### src/rtl/circular_deque_assert.svh
// Assertion macros for the circular deque.
`ifndef CIRCULAR_DEQUE_ASSERT_SVH
`define CIRCULAR_DEQUE_ASSERT_SVH

// Same-cycle implication, checked outside reset.
`define CD_ASSERT_IMP(label, ante, cons) \
    label: assert property (@(posedge i_clk) disable iff (!i_rst_n) (ante) |-> (cons)) \
        else $error("circular_deque check failed");

// Next-cycle implication, checked outside reset.
`define CD_ASSERT_NXT(label, ante, cons) \
    label: assert property (@(posedge i_clk) disable iff (!i_rst_n) (ante) |=> (cons)) \
        else $error("circular_deque check failed");

`endif

### src/rtl/cd_pkg.sv
package cd_pkg;

    localparam int DEPTH  = 8;
    localparam int PTR_W  = (DEPTH > 1) ? $clog2(DEPTH) : 1;
    localparam int CNT_W  = $clog2(DEPTH + 1);
    localparam int WORD_W = 32;
    localparam int OP_W   = 3;
    localparam int ST_W   = 2;

    localparam int QDEPTH = 2;
    localparam int QPTR_W = (QDEPTH > 1) ? $clog2(QDEPTH) : 1;
    localparam int QCNT_W = $clog2(QDEPTH + 1);

    typedef enum logic [OP_W-1:0] {
        OP_PUSH_REAR  = 3'd0,
        OP_PUSH_FRONT = 3'd1,
        OP_POP_REAR   = 3'd2,
        OP_POP_FRONT  = 3'd3,
        OP_READ_ALL   = 3'd4
    } t_op;

    typedef enum logic [ST_W-1:0] {
        ST_OK    = 2'd0,
        ST_FULL  = 2'd1,
        ST_EMPTY = 2'd2
    } t_status;

    typedef enum logic [0:0] {
        BK_IDLE  = 1'b0,
        BK_RDATA = 1'b1
    } t_bk_state;

    typedef struct packed {
        t_op                      op;
        logic signed [WORD_W-1:0] value;
    } t_cmd;

    typedef struct packed {
        logic             busy;
        logic             is_empty;
        logic [PTR_W-1:0] front;
        logic [PTR_W-1:0] rear;
    } t_back_stat;

    function automatic logic [PTR_W-1:0] next_pos(input logic [PTR_W-1:0] p);
        next_pos = (p == PTR_W'(DEPTH - 1)) ? '0 : p + 1'b1;
    endfunction

    function automatic logic [PTR_W-1:0] prev_pos(input logic [PTR_W-1:0] p);
        prev_pos = (p == '0) ? PTR_W'(DEPTH - 1) : p - 1'b1;
    endfunction

endpackage

### src/rtl/cd_front.sv
module cd_front
    import cd_pkg::*;
(
    input  logic                     i_clk,
    input  logic                     i_rst_n,
    input  logic                     i_s_axis_tvalid,
    output logic                     o_s_axis_tready,
    input  logic signed [WORD_W-1:0] i_s_axis_tdata,  // [31:0] value_in
    input  logic [OP_W-1:0]          i_s_axis_tuser,  // [2:0] op
    output logic                     o_cmd_valid,
    output t_cmd                     o_cmd,
    input  logic                     i_cmd_ready
);

    logic r_valid;
    logic n_valid;
    t_cmd r_cmd;
    logic accept;
    logic op_known;

    assign o_s_axis_tready = !r_valid || i_cmd_ready;
    assign accept          = i_s_axis_tvalid && o_s_axis_tready;
    assign op_known        = (i_s_axis_tuser <= OP_READ_ALL);

    // unused op codes are dropped here
    always_comb begin
        if (accept) begin
            n_valid = op_known;
        end else if (i_cmd_ready) begin
            n_valid = 1'b0;
        end else begin
            n_valid = r_valid;
        end
    end

    always_ff @(posedge i_clk) begin
        if (!i_rst_n) begin
            r_valid <= 1'b0;
        end else begin
            r_valid <= n_valid;
        end
    end

    always_ff @(posedge i_clk) begin
        if (accept) begin
            r_cmd.op    <= t_op'(i_s_axis_tuser);
            r_cmd.value <= i_s_axis_tdata;
        end
    end

    assign o_cmd_valid = r_valid;
    assign o_cmd       = r_cmd;

endmodule

### src/rtl/cd_queue.sv
module cd_queue
    import cd_pkg::*;
(
    input  logic i_clk,
    input  logic i_rst_n,
    input  logic i_push_valid,
    input  t_cmd i_push_cmd,
    output logic o_push_ready,
    output logic o_pop_valid,
    output t_cmd o_pop_cmd,
    input  logic i_pop_ready
);

    t_cmd              r_mem [QDEPTH];
    logic [QPTR_W-1:0] r_wr_ptr;
    logic [QPTR_W-1:0] r_rd_ptr;
    logic [QCNT_W-1:0] r_cnt;
    logic [QPTR_W-1:0] n_wr_ptr;
    logic [QPTR_W-1:0] n_rd_ptr;
    logic [QCNT_W-1:0] n_cnt;
    logic              push;
    logic              pop;

    assign o_push_ready = (r_cnt != QCNT_W'(QDEPTH));
    assign o_pop_valid  = (r_cnt != '0);
    assign o_pop_cmd    = r_mem[r_rd_ptr];
    assign push         = i_push_valid && o_push_ready;
    assign pop          = o_pop_valid && i_pop_ready;

    always_comb begin
        n_wr_ptr = r_wr_ptr;
        n_rd_ptr = r_rd_ptr;
        n_cnt    = r_cnt;
        if (push) begin
            n_wr_ptr = (r_wr_ptr == QPTR_W'(QDEPTH - 1)) ? '0 : r_wr_ptr + 1'b1;
        end
        if (pop) begin
            n_rd_ptr = (r_rd_ptr == QPTR_W'(QDEPTH - 1)) ? '0 : r_rd_ptr + 1'b1;
        end
        if (push && !pop) begin
            n_cnt = r_cnt + 1'b1;
        end else if (pop && !push) begin
            n_cnt = r_cnt - 1'b1;
        end
    end

    always_ff @(posedge i_clk) begin
        if (!i_rst_n) begin
            r_wr_ptr <= '0;
            r_rd_ptr <= '0;
            r_cnt    <= '0;
        end else begin
            r_wr_ptr <= n_wr_ptr;
            r_rd_ptr <= n_rd_ptr;
            r_cnt    <= n_cnt;
        end
    end

    always_ff @(posedge i_clk) begin
        if (push) begin
            r_mem[r_wr_ptr] <= i_push_cmd;
        end
    end

endmodule

### src/rtl/cd_back.sv
module cd_back
    import cd_pkg::*;
(
    input  logic                     i_clk,
    input  logic                     i_rst_n,
    input  logic                     i_cmd_valid,
    input  t_cmd                     i_cmd,
    output logic                     o_cmd_ready,
    output logic                     o_m_axis_tvalid,
    input  logic                     i_m_axis_tready,
    output logic signed [WORD_W-1:0] o_m_axis_tdata,  // [31:0] value_out
    output logic [ST_W-1:0]          o_m_axis_tuser,  // [1:0] status
    output logic                     o_m_axis_tlast,
    output t_back_stat               o_stat
);

    t_bk_state r_state;
    t_bk_state n_state;

    logic [PTR_W-1:0] r_front;
    logic [PTR_W-1:0] r_rear;
    logic             r_empty;
    logic [PTR_W-1:0] r_rd_ptr;
    logic [CNT_W-1:0] r_left;
    logic [PTR_W-1:0] n_front;
    logic [PTR_W-1:0] n_rear;
    logic             n_empty;
    logic [PTR_W-1:0] n_rd_ptr;
    logic [CNT_W-1:0] n_left;

    logic                     r_out_valid;
    logic signed [WORD_W-1:0] r_out_value;
    t_status                  r_out_status;
    logic                     r_out_last;
    logic                     n_out_valid;
    logic                     load_out;
    logic signed [WORD_W-1:0] out_value;
    t_status                  out_status;
    logic                     out_last;

    logic signed [WORD_W-1:0] r_store [DEPTH];
    logic signed [WORD_W-1:0] r_rd_data;
    logic                     mem_we;
    logic                     mem_re;
    logic [PTR_W-1:0]         mem_waddr;
    logic [PTR_W-1:0]         mem_raddr;

    logic             slot_free;
    logic             take;
    logic             is_full;
    logic [CNT_W-1:0] live_m1;

    assign slot_free   = !r_out_valid || i_m_axis_tready;
    assign o_cmd_ready = (r_state == BK_IDLE) && slot_free;
    assign take        = i_cmd_valid && o_cmd_ready;
    assign is_full     = !r_empty && (next_pos(r_rear) == r_front);

    // live count minus one
    always_comb begin
        if (r_rear >= r_front) begin
            live_m1 = CNT_W'(r_rear) - CNT_W'(r_front);
        end else begin
            live_m1 = CNT_W'(r_rear) + CNT_W'(DEPTH) - CNT_W'(r_front);
        end
    end

    always_comb begin
        n_state = r_state;
        case (r_state)
            BK_IDLE: begin
                if (take && !r_empty &&
                    (i_cmd.op == OP_POP_REAR || i_cmd.op == OP_POP_FRONT ||
                     i_cmd.op == OP_READ_ALL)) begin
                    n_state = BK_RDATA;
                end
            end
            BK_RDATA: begin
                if (slot_free && r_left == '0) begin
                    n_state = BK_IDLE;
                end
            end
            default: n_state = BK_IDLE;
        endcase
    end

    always_comb begin
        n_front    = r_front;
        n_rear     = r_rear;
        n_empty    = r_empty;
        n_rd_ptr   = r_rd_ptr;
        n_left     = r_left;
        mem_we     = 1'b0;
        mem_re     = 1'b0;
        mem_waddr  = r_rear;
        mem_raddr  = r_front;
        load_out   = 1'b0;
        out_value  = '0;
        out_status = ST_OK;
        out_last   = 1'b1;
        case (r_state)
            BK_IDLE: begin
                if (take) begin
                    case (i_cmd.op)
                        OP_PUSH_REAR, OP_PUSH_FRONT: begin
                            load_out = 1'b1;
                            if (is_full) begin
                                out_status = ST_FULL;
                            end else if (r_empty) begin
                                n_front   = '0;
                                n_rear    = '0;
                                n_empty   = 1'b0;
                                mem_we    = 1'b1;
                                mem_waddr = '0;
                            end else if (i_cmd.op == OP_PUSH_REAR) begin
                                n_rear    = next_pos(r_rear);
                                mem_we    = 1'b1;
                                mem_waddr = next_pos(r_rear);
                            end else begin
                                n_front   = prev_pos(r_front);
                                mem_we    = 1'b1;
                                mem_waddr = prev_pos(r_front);
                            end
                        end
                        OP_POP_REAR, OP_POP_FRONT: begin
                            if (r_empty) begin
                                load_out   = 1'b1;
                                out_status = ST_EMPTY;
                            end else begin
                                mem_re    = 1'b1;
                                mem_raddr = (i_cmd.op == OP_POP_REAR) ? r_rear : r_front;
                                n_left    = '0;
                                if (r_front == r_rear) begin
                                    n_empty = 1'b1;
                                    n_front = '0;
                                    n_rear  = '0;
                                end else if (i_cmd.op == OP_POP_REAR) begin
                                    n_rear = prev_pos(r_rear);
                                end else begin
                                    n_front = next_pos(r_front);
                                end
                            end
                        end
                        OP_READ_ALL: begin
                            if (r_empty) begin
                                load_out   = 1'b1;
                                out_status = ST_EMPTY;
                            end else begin
                                mem_re    = 1'b1;
                                mem_raddr = r_front;
                                n_rd_ptr  = next_pos(r_front);
                                n_left    = live_m1;
                            end
                        end
                        default: begin
                        end
                    endcase
                end
            end
            BK_RDATA: begin
                if (slot_free) begin
                    load_out  = 1'b1;
                    out_value = r_rd_data;
                    out_last  = (r_left == '0);
                    if (r_left != '0) begin
                        mem_re    = 1'b1;
                        mem_raddr = r_rd_ptr;
                        n_rd_ptr  = next_pos(r_rd_ptr);
                        n_left    = r_left - 1'b1;
                    end
                end
            end
            default: begin
            end
        endcase
    end

    always_comb begin
        n_out_valid = r_out_valid && !i_m_axis_tready;
        if (load_out) begin
            n_out_valid = 1'b1;
        end
    end

    always_ff @(posedge i_clk) begin
        if (!i_rst_n) begin
            r_state     <= BK_IDLE;
            r_front     <= '0;
            r_rear      <= '0;
            r_empty     <= 1'b1;
            r_rd_ptr    <= '0;
            r_left      <= '0;
            r_out_valid <= 1'b0;
        end else begin
            r_state     <= n_state;
            r_front     <= n_front;
            r_rear      <= n_rear;
            r_empty     <= n_empty;
            r_rd_ptr    <= n_rd_ptr;
            r_left      <= n_left;
            r_out_valid <= n_out_valid;
        end
    end

    always_ff @(posedge i_clk) begin
        if (load_out) begin
            r_out_value  <= out_value;
            r_out_status <= out_status;
            r_out_last   <= out_last;
        end
    end

    always_ff @(posedge i_clk) begin
        if (mem_we) begin
            r_store[mem_waddr] <= i_cmd.value;
        end
    end

    always_ff @(posedge i_clk) begin
        if (mem_re) begin
            r_rd_data <= r_store[mem_raddr];
        end
    end

    assign o_m_axis_tvalid = r_out_valid;
    assign o_m_axis_tdata  = r_out_value;
    assign o_m_axis_tuser  = r_out_status;
    assign o_m_axis_tlast  = r_out_last;

    assign o_stat.busy     = (r_state != BK_IDLE);
    assign o_stat.is_empty = r_empty;
    assign o_stat.front    = r_front;
    assign o_stat.rear     = r_rear;

endmodule

### src/rtl/circular_deque.sv
// Circular deque of 32-bit words, DEPTH entries.
// Input channel (s_axis): tuser carries op (0 push rear, 1 push front,
// 2 pop rear, 3 pop front, 4 read all), tdata carries the word to push.
// Unused op codes are accepted and dropped without a result.
// Output channel (m_axis): tdata is the popped or read word (zero unless
// status ok), tuser is status (0 ok, 1 full, 2 empty), tlast marks the
// final result of a transaction.
// A push or a refused pop or read reaches the output through the input
// register, the command queue and the output register; a pop or read that
// hits the store also passes through the registered store read.
// Throughput: pushes and refused ops one per cycle while results are taken;
// a pop or read-all keeps the back end busy, taking no commands, until its
// last result is loaded; a read-all streams one result per cycle on tready.
// A two-entry command queue sits between the input stage and the back end,
// so input transactions keep being taken while a result waits on tready.
// When the receiver stalls, the result holds in the output register and
// the back end stops; the input side stalls once the queue fills.
// Reset (synchronous, active low) empties the deque; no clearing pass.
`include "circular_deque_assert.svh"

module circular_deque
    import cd_pkg::*;
(
    input  logic                     i_clk,
    input  logic                     i_rst_n,
    input  logic                     i_s_axis_tvalid,
    output logic                     o_s_axis_tready,
    input  logic signed [WORD_W-1:0] i_s_axis_tdata,  // [31:0] value_in
    input  logic [OP_W-1:0]          i_s_axis_tuser,  // [2:0] op
    output logic                     o_m_axis_tvalid,
    input  logic                     i_m_axis_tready,
    output logic signed [WORD_W-1:0] o_m_axis_tdata,  // [31:0] value_out
    output logic [ST_W-1:0]          o_m_axis_tuser,  // [1:0] status
    output logic                     o_m_axis_tlast
);

    logic       fr_valid;
    t_cmd       fr_cmd;
    logic       fr_ready;
    logic       q_valid;
    t_cmd       q_cmd;
    logic       bk_ready;
    t_back_stat bk_stat;

    cd_front u_front (
        .i_clk           (i_clk),
        .i_rst_n         (i_rst_n),
        .i_s_axis_tvalid (i_s_axis_tvalid),
        .o_s_axis_tready (o_s_axis_tready),
        .i_s_axis_tdata  (i_s_axis_tdata),
        .i_s_axis_tuser  (i_s_axis_tuser),
        .o_cmd_valid     (fr_valid),
        .o_cmd           (fr_cmd),
        .i_cmd_ready     (fr_ready)
    );

    cd_queue u_queue (
        .i_clk        (i_clk),
        .i_rst_n      (i_rst_n),
        .i_push_valid (fr_valid),
        .i_push_cmd   (fr_cmd),
        .o_push_ready (fr_ready),
        .o_pop_valid  (q_valid),
        .o_pop_cmd    (q_cmd),
        .i_pop_ready  (bk_ready)
    );

    cd_back u_back (
        .i_clk           (i_clk),
        .i_rst_n         (i_rst_n),
        .i_cmd_valid     (q_valid),
        .i_cmd           (q_cmd),
        .o_cmd_ready     (bk_ready),
        .o_m_axis_tvalid (o_m_axis_tvalid),
        .i_m_axis_tready (i_m_axis_tready),
        .o_m_axis_tdata  (o_m_axis_tdata),
        .o_m_axis_tuser  (o_m_axis_tuser),
        .o_m_axis_tlast  (o_m_axis_tlast),
        .o_stat          (bk_stat)
    );

    `CD_ASSERT_IMP(a_empty_ptrs, bk_stat.is_empty, bk_stat.front == '0 && bk_stat.rear == '0)
    `CD_ASSERT_IMP(a_refused_zero, o_m_axis_tvalid && o_m_axis_tuser != ST_OK, o_m_axis_tdata == '0 && o_m_axis_tlast)
    `CD_ASSERT_IMP(a_busy_no_take, bk_stat.busy, !bk_ready)
    `CD_ASSERT_NXT(a_hit_busy, q_valid && bk_ready && !bk_stat.is_empty && (q_cmd.op == OP_POP_REAR || q_cmd.op == OP_POP_FRONT || q_cmd.op == OP_READ_ALL), bk_stat.busy)

endmodule
### config.mk
export PLATFORM = sky130hd
export DESIGN_NAME = circular_deque
export DESIGN_NICKNAME = d
export VERILOG_FILES = /design/src/rtl/cd_pkg.sv /design/src/rtl/cd_front.sv /design/src/rtl/cd_queue.sv /design/src/rtl/cd_back.sv /design/src/rtl/circular_deque.sv
export VERILOG_INCLUDE_DIRS = /design/src /design/src/rtl
export SDC_FILE = /design/constraint.sdc
export NUM_CORES = 1
export LEC_CHECK = 0
export BUFFER_PORTS_ARGS = -buffer_cell sky130_fd_sc_hd__buf_2
export CAP_MARGIN = 15
export CORE_AREA = 2 2 169 171
export CTS_CLUSTER_DIAMETER = 120
export DETAILED_ROUTE_END_ITERATION = 12
export DIE_AREA = 0 0 171 173
export PLACE_DENSITY = 0.83
export REMOVE_ABC_BUFFERS = 1
export SLEW_MARGIN = 20
export SYNTH_ARGS = -nofsm -noshare
export SYNTH_HDL_FRONTEND = slang
export SYNTH_HIERARCHICAL = 1
export SYNTH_SLANG_ARGS = --single-unit
### constraint.sdc
create_clock -name i_clk -period 16.85 [get_ports i_clk]
set_input_delay 0.8425 -clock i_clk [delete_from_list [all_inputs] [get_ports i_clk]]
set_output_delay 0.8425 -clock i_clk [all_outputs]
set_load 0.1 [all_outputs]
==> results_dict.tcl, run 1 <==
set metrics [dict create \
    slew_headroom_pct 27.5 \
    power_leakage_nw 7.18 \
    setup_repair_after_global_routing_missed_its_margin "no" \
    cts_buffers 44 \
    worst_skew_pair.late_latency_ps 540 \
    cp.required_ps 17100 \
    worstHoldStart "u_front/o_cmd[33]" \
    ctsHtreeMaxLevel 2 \
    worstSetupPathType "reg2reg" \
    tightest_slew_ps 1090 \
    placement.cell_area_sq_mm 0.0185 \
    critPathMaxFanout 72 \
    layout_cell_area_excl_fill_sq_mm 0.0199 \
    area_growth_pct 12.0 \
    timing.clock.skew_ps 11.0 \
    place_congestion 0.848 \
    cts_root_buf "sky130_fd_sc_hd__clkbuf_16" \
    maximum_vdd_ir_drop_mv 0.126 \
    period_share_pct 29.2 \
    final.min_clock_period_ps 4920 \
    fin_setup_tns_ps 0 \
    drv.max_cap_violation_count 0 \
    clock-sinks 450 \
    floorplan.initialDensity_pct 64.4 \
    core_sq_mm 0.0276 \
    worstSetupEndpointType "flop" \
    synth-warning-count 6 \
    slew_viols_final 0 \
    violation_count_after_the_first_detailed_routing_iteration 866 \
    cts_resized 0 \
    cts-hold-fix-buffers 0 \
    syn_avg_cell_area_sq_um 18.3 \
    ratio_of_cells_with_drive_above_1_in_the_final_layout_pct 27.7 \
    status "finished clean" \
    nets 1120 \
    floorplan.die_area_sq_mm 0.0296 \
    syn_area_sq_mm 0.0178 \
    horizontal_die_dimension_um 171 \
    route.final.wire_length_mm 35.2 \
    antenna_found_initial 1 \
    final_antenna_net_count 0 \
    first_pass_iters 5 \
    critical_path_arrival_ps 5170 \
    ios 76 \
    rows 61 \
    dr_total_vias 9245 \
    clock_pin_slew_of_the_registers_on_the_worst_case_setup_and_hold_paths_ps 60 \
    hold_viol_final 0 \
    max_freq_mhz 203 \
    drcViolationCount 0 \
    buffer_ports.inserted 75 \
    die_height_um 173 \
    pin_count_of_the_biggest_net_entering_global_routing 73 \
    finalSetupViolations 0 \
    wl_per_cell_um 23.9 \
    critPathLaunchType "flop" \
    first_global_vias 9388 \
    hold_path_class "reg2reg" \
    power_density_mw_per_mm2 161 \
    grt.overflow.total 0 \
    routed_via_density 6.26 \
    cts_setup_buffers 0 \
    synthesis.instances 973 \
    clk_path_buf_depth 3 \
    grt_util_all_layers_pct 24.1 \
    global_route_wire_length_before_repair_mm 53.8 \
    place_hpwl_mm 18.7 \
    tritoncts_clock_tree "built" \
]
==> through the flow <==
step	hold WS (ps)	setup slack [ps]	total power, mW	util (%)	std cells
after CTS	444	11680	3.21	72.1	1475
after floorplan	421	6720	2.12	-	926
after global placement	422	11920	2.23	67.0	1396
after detailed placement	431	11760	2.26	67.0	1396
after global routing	454	11650	3.32	72.1	1475
final	444	11930	3.21	72.1	1476
==> metal layers <==
metal	vias to the layer above	track usage, %	wire length, um
li1	4071	-	-
met1	4704	33.3	14200
met2	398	39.5	17700
met3	72	3.75	2330
met4	0	8.62	1020
met5	-	0	0
==> where the power goes <==
part           switching (mW)  leakage (nW)  total (mW)  internal (mW)
Clock                   0.392         0.693       0.952          0.561
Combinational           0.578          2.41       0.831          0.253
Sequential             0.0494          4.08        1.42           1.37
==> final cells by class <==
class | count | area [sq um]
Fill cell | 1614 | 7700
Antenna cell | 1 | 2.50
Multi-Input combinational cell | 459 | 4180
Tap cell | 378 | 473
Inverter | 17 | 63.8
Clock inverter | 23 | 224
Timing Repair Buffer | 92 | 507
Clock buffer | 56 | 1190
Sequential cell | 450 | 13300
==> path summary, 6_finish.rpt <==
path	slack, ps	depth (start not counted)	end
max	11930	9	u_back/r_rd_data[22]
min reg2reg	440	0	u_queue/r_mem[0][33]
min	440	0	u_queue/r_mem[0][33]
max reg2reg	11930	9	u_back/r_rd_data[22]
==> flip-flops by register name, indices dropped and copies added (netlist names), 2 cells and up, named ones only <==
name,cells
u_queue/r_cnt,2
u_back/r_rd_data,32
u_back/r_left,4
u_queue/r_mem,70
u_back/r_rd_ptr,3
u_back/o_m_axis_tuser,2
u_back/o_m_axis_tdata,32
u_back/r_front,3
u_front/o_cmd,35
u_back/r_store,256
u_back/r_rear,3
==> layout by cell type, fill, tap and decap left out, types with 16 or more instances in the layout <==
cell type / instances
sky130_fd_sc_hd__mux2i_1: 70
sky130_fd_sc_hd__a221oi_2: 30
sky130_fd_sc_hd__and3_1: 33
sky130_fd_sc_hd__clkbuf_16: 46
sky130_fd_sc_hd__edfxtp_1: 428
sky130_fd_sc_hd__buf_2: 75
sky130_fd_sc_hd__mux2_2: 73
sky130_fd_sc_hd__buf_4: 16
sky130_fd_sc_hd__o22ai_1: 30
sky130_fd_sc_hd__dfxtp_1: 21
sky130_fd_sc_hd__nor2_1: 29
==> worst max-delay path, cell delays in order, from the launching register on <==
cell,delay [ps]
sky130_fd_sc_hd__dfxtp_2,1000
sky130_fd_sc_hd__mux2_2,520
sky130_fd_sc_hd__nor4b_2,310
sky130_fd_sc_hd__nand3_1,200
sky130_fd_sc_hd__a311oi_4,340
sky130_fd_sc_hd__buf_6,650
sky130_fd_sc_hd__buf_4,800
sky130_fd_sc_hd__mux2_2,420
sky130_fd_sc_hd__o22ai_1,210
sky130_fd_sc_hd__a221oi_2,70
Power figures use the tool's default switching activity.
==> run 2: changes to the inputs <==
--- a/config.mk
+++ b/config.mk
@@ -6,13 +6,14 @@
 export SDC_FILE = /design/constraint.sdc
 export NUM_CORES = 1
 export LEC_CHECK = 0
+export ABC_AREA = 1
 export BUFFER_PORTS_ARGS = -buffer_cell sky130_fd_sc_hd__buf_2
 export CAP_MARGIN = 15
-export CORE_AREA = 2 2 169 171
+export CORE_AREA = 2 2 190 192
 export CTS_CLUSTER_DIAMETER = 120
 export DETAILED_ROUTE_END_ITERATION = 12
-export DIE_AREA = 0 0 171 173
-export PLACE_DENSITY = 0.83
+export DIE_AREA = 0 0 192 194
+export PLACE_DENSITY = 0.76
 export REMOVE_ABC_BUFFERS = 1
 export SLEW_MARGIN = 20
 export SYNTH_ARGS = -nofsm -noshare
==> constraint.sdc (replaced) <==
create_clock -name i_clk -period 4.1 [get_ports i_clk]
set_input_delay 0.205 -clock i_clk [delete_from_list [all_inputs] [get_ports i_clk]]
set_output_delay 0.205 -clock i_clk [all_outputs]
set_load 0.1 [all_outputs]
==> run 2 against run 1 <==
Against the previous run: area after synthesis grew 9.7%; largest cell class unchanged; cell count grew 58%; sequential power grew to 4.3 times the previous value; utilization shrank 9.1 points; non-clock buffer count grew 55; critical endpoint is now u_back/r_store[3][20]; critical path type unchanged.
==> results_dict.tcl, run 2 <==
set metrics [dict create \
    cp_top_family "simple AND/OR/NAND/NOR gates" \
    critPathLaunchType "flop" \
    timing.reg2reg.worst_path_depth 12 \
    hold_viol_final 0 \
    critical_path_arrival_ps 3140 \
    post_layout_nonfiller_instances 2327 \
    power_leakage_nw 9.42 \
    critPathMaxFanout 32 \
    die_height_um 194 \
    max_freq_mhz 339 \
    layout.core_utilization_pct 63.1 \
    grt_util_all_layers_pct 23.6 \
    status "finished clean" \
    route.final.wire_length_mm 42.9 \
    cts_setup_buffers 0 \
    cp.required_ps 4290 \
    dr_total_vias 12700 \
    antennaDiodeCount 0 \
    floorplan.die_area_sq_mm 0.0372 \
    slew_viols_final 0 \
    clock_pin_slew_of_the_registers_on_the_worst_case_setup_and_hold_paths_ps 60 \
    period_share_pct 72.0 \
    ctsHtreeMaxLevel 2 \
    drcViolationCount 0 \
    place_congestion 0.866 \
    critPathSlowestCell "sky130_fd_sc_hd__buf_4" \
    nets 1886 \
    critPathBufInv 2 \
    ios 76 \
    violation_count_after_the_first_detailed_routing_iteration 1138 \
    final.min_clock_period_ps 2950 \
    syn_avg_cell_area_sq_um 11.3 \
    setup_repair_after_global_routing_missed_its_margin "no" \
    global_route_wire_length_before_repair_mm 68.0 \
    antenna_found_initial 0 \
    timing.clock.skew_ps 15.3 \
    routed_via_density 5.48 \
    core_sq_mm 0.0352 \
    drv.max_cap_violation_count 0 \
    registers.top_by_ff_count "u_back/r_store" \
    cp_slowest_stage_delay_ps 450 \
    tritoncts_clock_tree "built" \
    crit_chain "ha_1 -> ha_1 -> nor2_1 -> xor2_1 -> nand3_1 -> nand2_1 -> inv_1 -> o21ai_1 -> nand2_1 -> nand3_1 -> nor2_2 -> buf_4" \
    layout.cells.most_common "sky130_fd_sc_hd__edfxtp_1" \
    ratio_of_cells_with_drive_above_1_in_the_final_layout_pct 13.2 \
    maximum_vdd_ir_drop_mv 0.495 \
    worst_skew_pair.late_latency_ps 570 \
    dp.cells 2206 \
    power_density_mw_per_mm2 771 \
    clk_path_buf_depth 3 \
    finalSetupViolations 0 \
    worst-path-stages 12 \
    grt.overflow.total 0 \
    horizontal_die_dimension_um 192 \
    area_growth_pct 13.8 \
    total_power_mw 17.1 \
    synth-warning-count 6 \
    place_hpwl_mm 25.2 \
    mostFrequentLayoutCells "428 x sky130_fd_sc_hd__edfxtp_1, 360 x sky130_fd_sc_hd__nand2_1, 329 x sky130_fd_sc_hd__inv_1" \
    hold_path_class "in2reg" \
    buffer_ports.inserted 75 \
    cts_root_buf "sky130_fd_sc_hd__clkbuf_16" \
    largest_register_ffs 256 \
    clock-sinks 450 \
    final_antenna_net_count 0 \
    first_global_vias 13000 \
    slew_headroom_pct 51.6 \
    holdPathStages 4 \
    pin_count_of_the_biggest_net_entering_global_routing 129 \
    first_pass_iters 6 \
    floorplan.initialDensity_pct 55.4 \
    tightest_slew_ps 725 \
    wl_per_cell_um 18.4 \
    rows 69 \
    synthesis.instances 1721 \
    worstSetupPathType "reg2reg" \
    worstSetupEndpointType "flop" \
    syn_area_sq_mm 0.0195 \
    cts_buffers 46 \
]
==> run 2: report_power, final <==
part,total [mW],internal (mW),switching [mW]
registers,6.05,5.88,0.174
logic,6.94,1.79,5.15
clock network,4.14,2.46,1.68
total,17.1,10.1,7.01
==> run 2: routing by layer <==
| layer | global-route usage [%] | vias up | wire length (um) |
|---|---|---|---|
| met5 | 0 | - | 0 |
| met2 | 41.3 | 487 | 22000 |
| met4 | 8.26 | 0 | 1240 |
| li1 | - | 5998 | - |
| met3 | 3.42 | 94 | 2490 |
| met1 | 30.0 | 6164 | 17100 |
==> run 2: worst register-to-register path, cell delays in order (launching register included) <==
cell and delay [ps]:
sky130_fd_sc_hd__dfxtp_1 380, sky130_fd_sc_hd__ha_1 220, sky130_fd_sc_hd__ha_1 190, sky130_fd_sc_hd__nor2_1 250, sky130_fd_sc_hd__xor2_1 150, sky130_fd_sc_hd__nand3_1 150
sky130_fd_sc_hd__nand2_1 140, sky130_fd_sc_hd__inv_1 120, sky130_fd_sc_hd__o21ai_1 100, sky130_fd_sc_hd__nand2_1 180, sky130_fd_sc_hd__nand3_1 150, sky130_fd_sc_hd__nor2_2 100
sky130_fd_sc_hd__buf_4 450
==> run 2: stage by stage <==
stage                     worst slack (ps)  area (sq um)  hold WS, ps  setup TNS (ps)
final                                 1150         22200          134               0
after global routing                   898         22200          154               0
after CTS                             1170         22200          109               0
after detailed placement              1180         20400          383               0
after global placement                1210         20400          382               0
after floorplan                      -4200         19000          274         -248260
==> run 2: final cells by class <==
type | count | area [sq um]
inverters | 335 | 1260
fillers | 2669 | 13000
flip-flops and latches | 450 | 13300
clock inverters | 23 | 250
repair buffers | 147 | 1050
multi-input cells | 850 | 4540
well taps | 461 | 577
clock buffers | 61 | 1250
==> run 2: worst paths after layout <==
| kind | from | end | slack, ps |
|---|---|---|---|
| max reg2reg | u_back/r_rear[1] | u_back/r_store[3][20] | 1150 |
| min reg2reg | u_front/o_cmd[9] | u_queue/r_mem[1][9] | 440 |
| max | u_back/r_rear[1] | u_back/r_store[3][20] | 1150 |
| min | i_m_axis_tready | u_back/o_m_axis_tlast | 130 |
==> run 2: timing repair <==
item	4_1_cts	5_1_grt
gates resized for setup	0	0
endpoints found under the hold margin	37	0
hold buffers	37	0
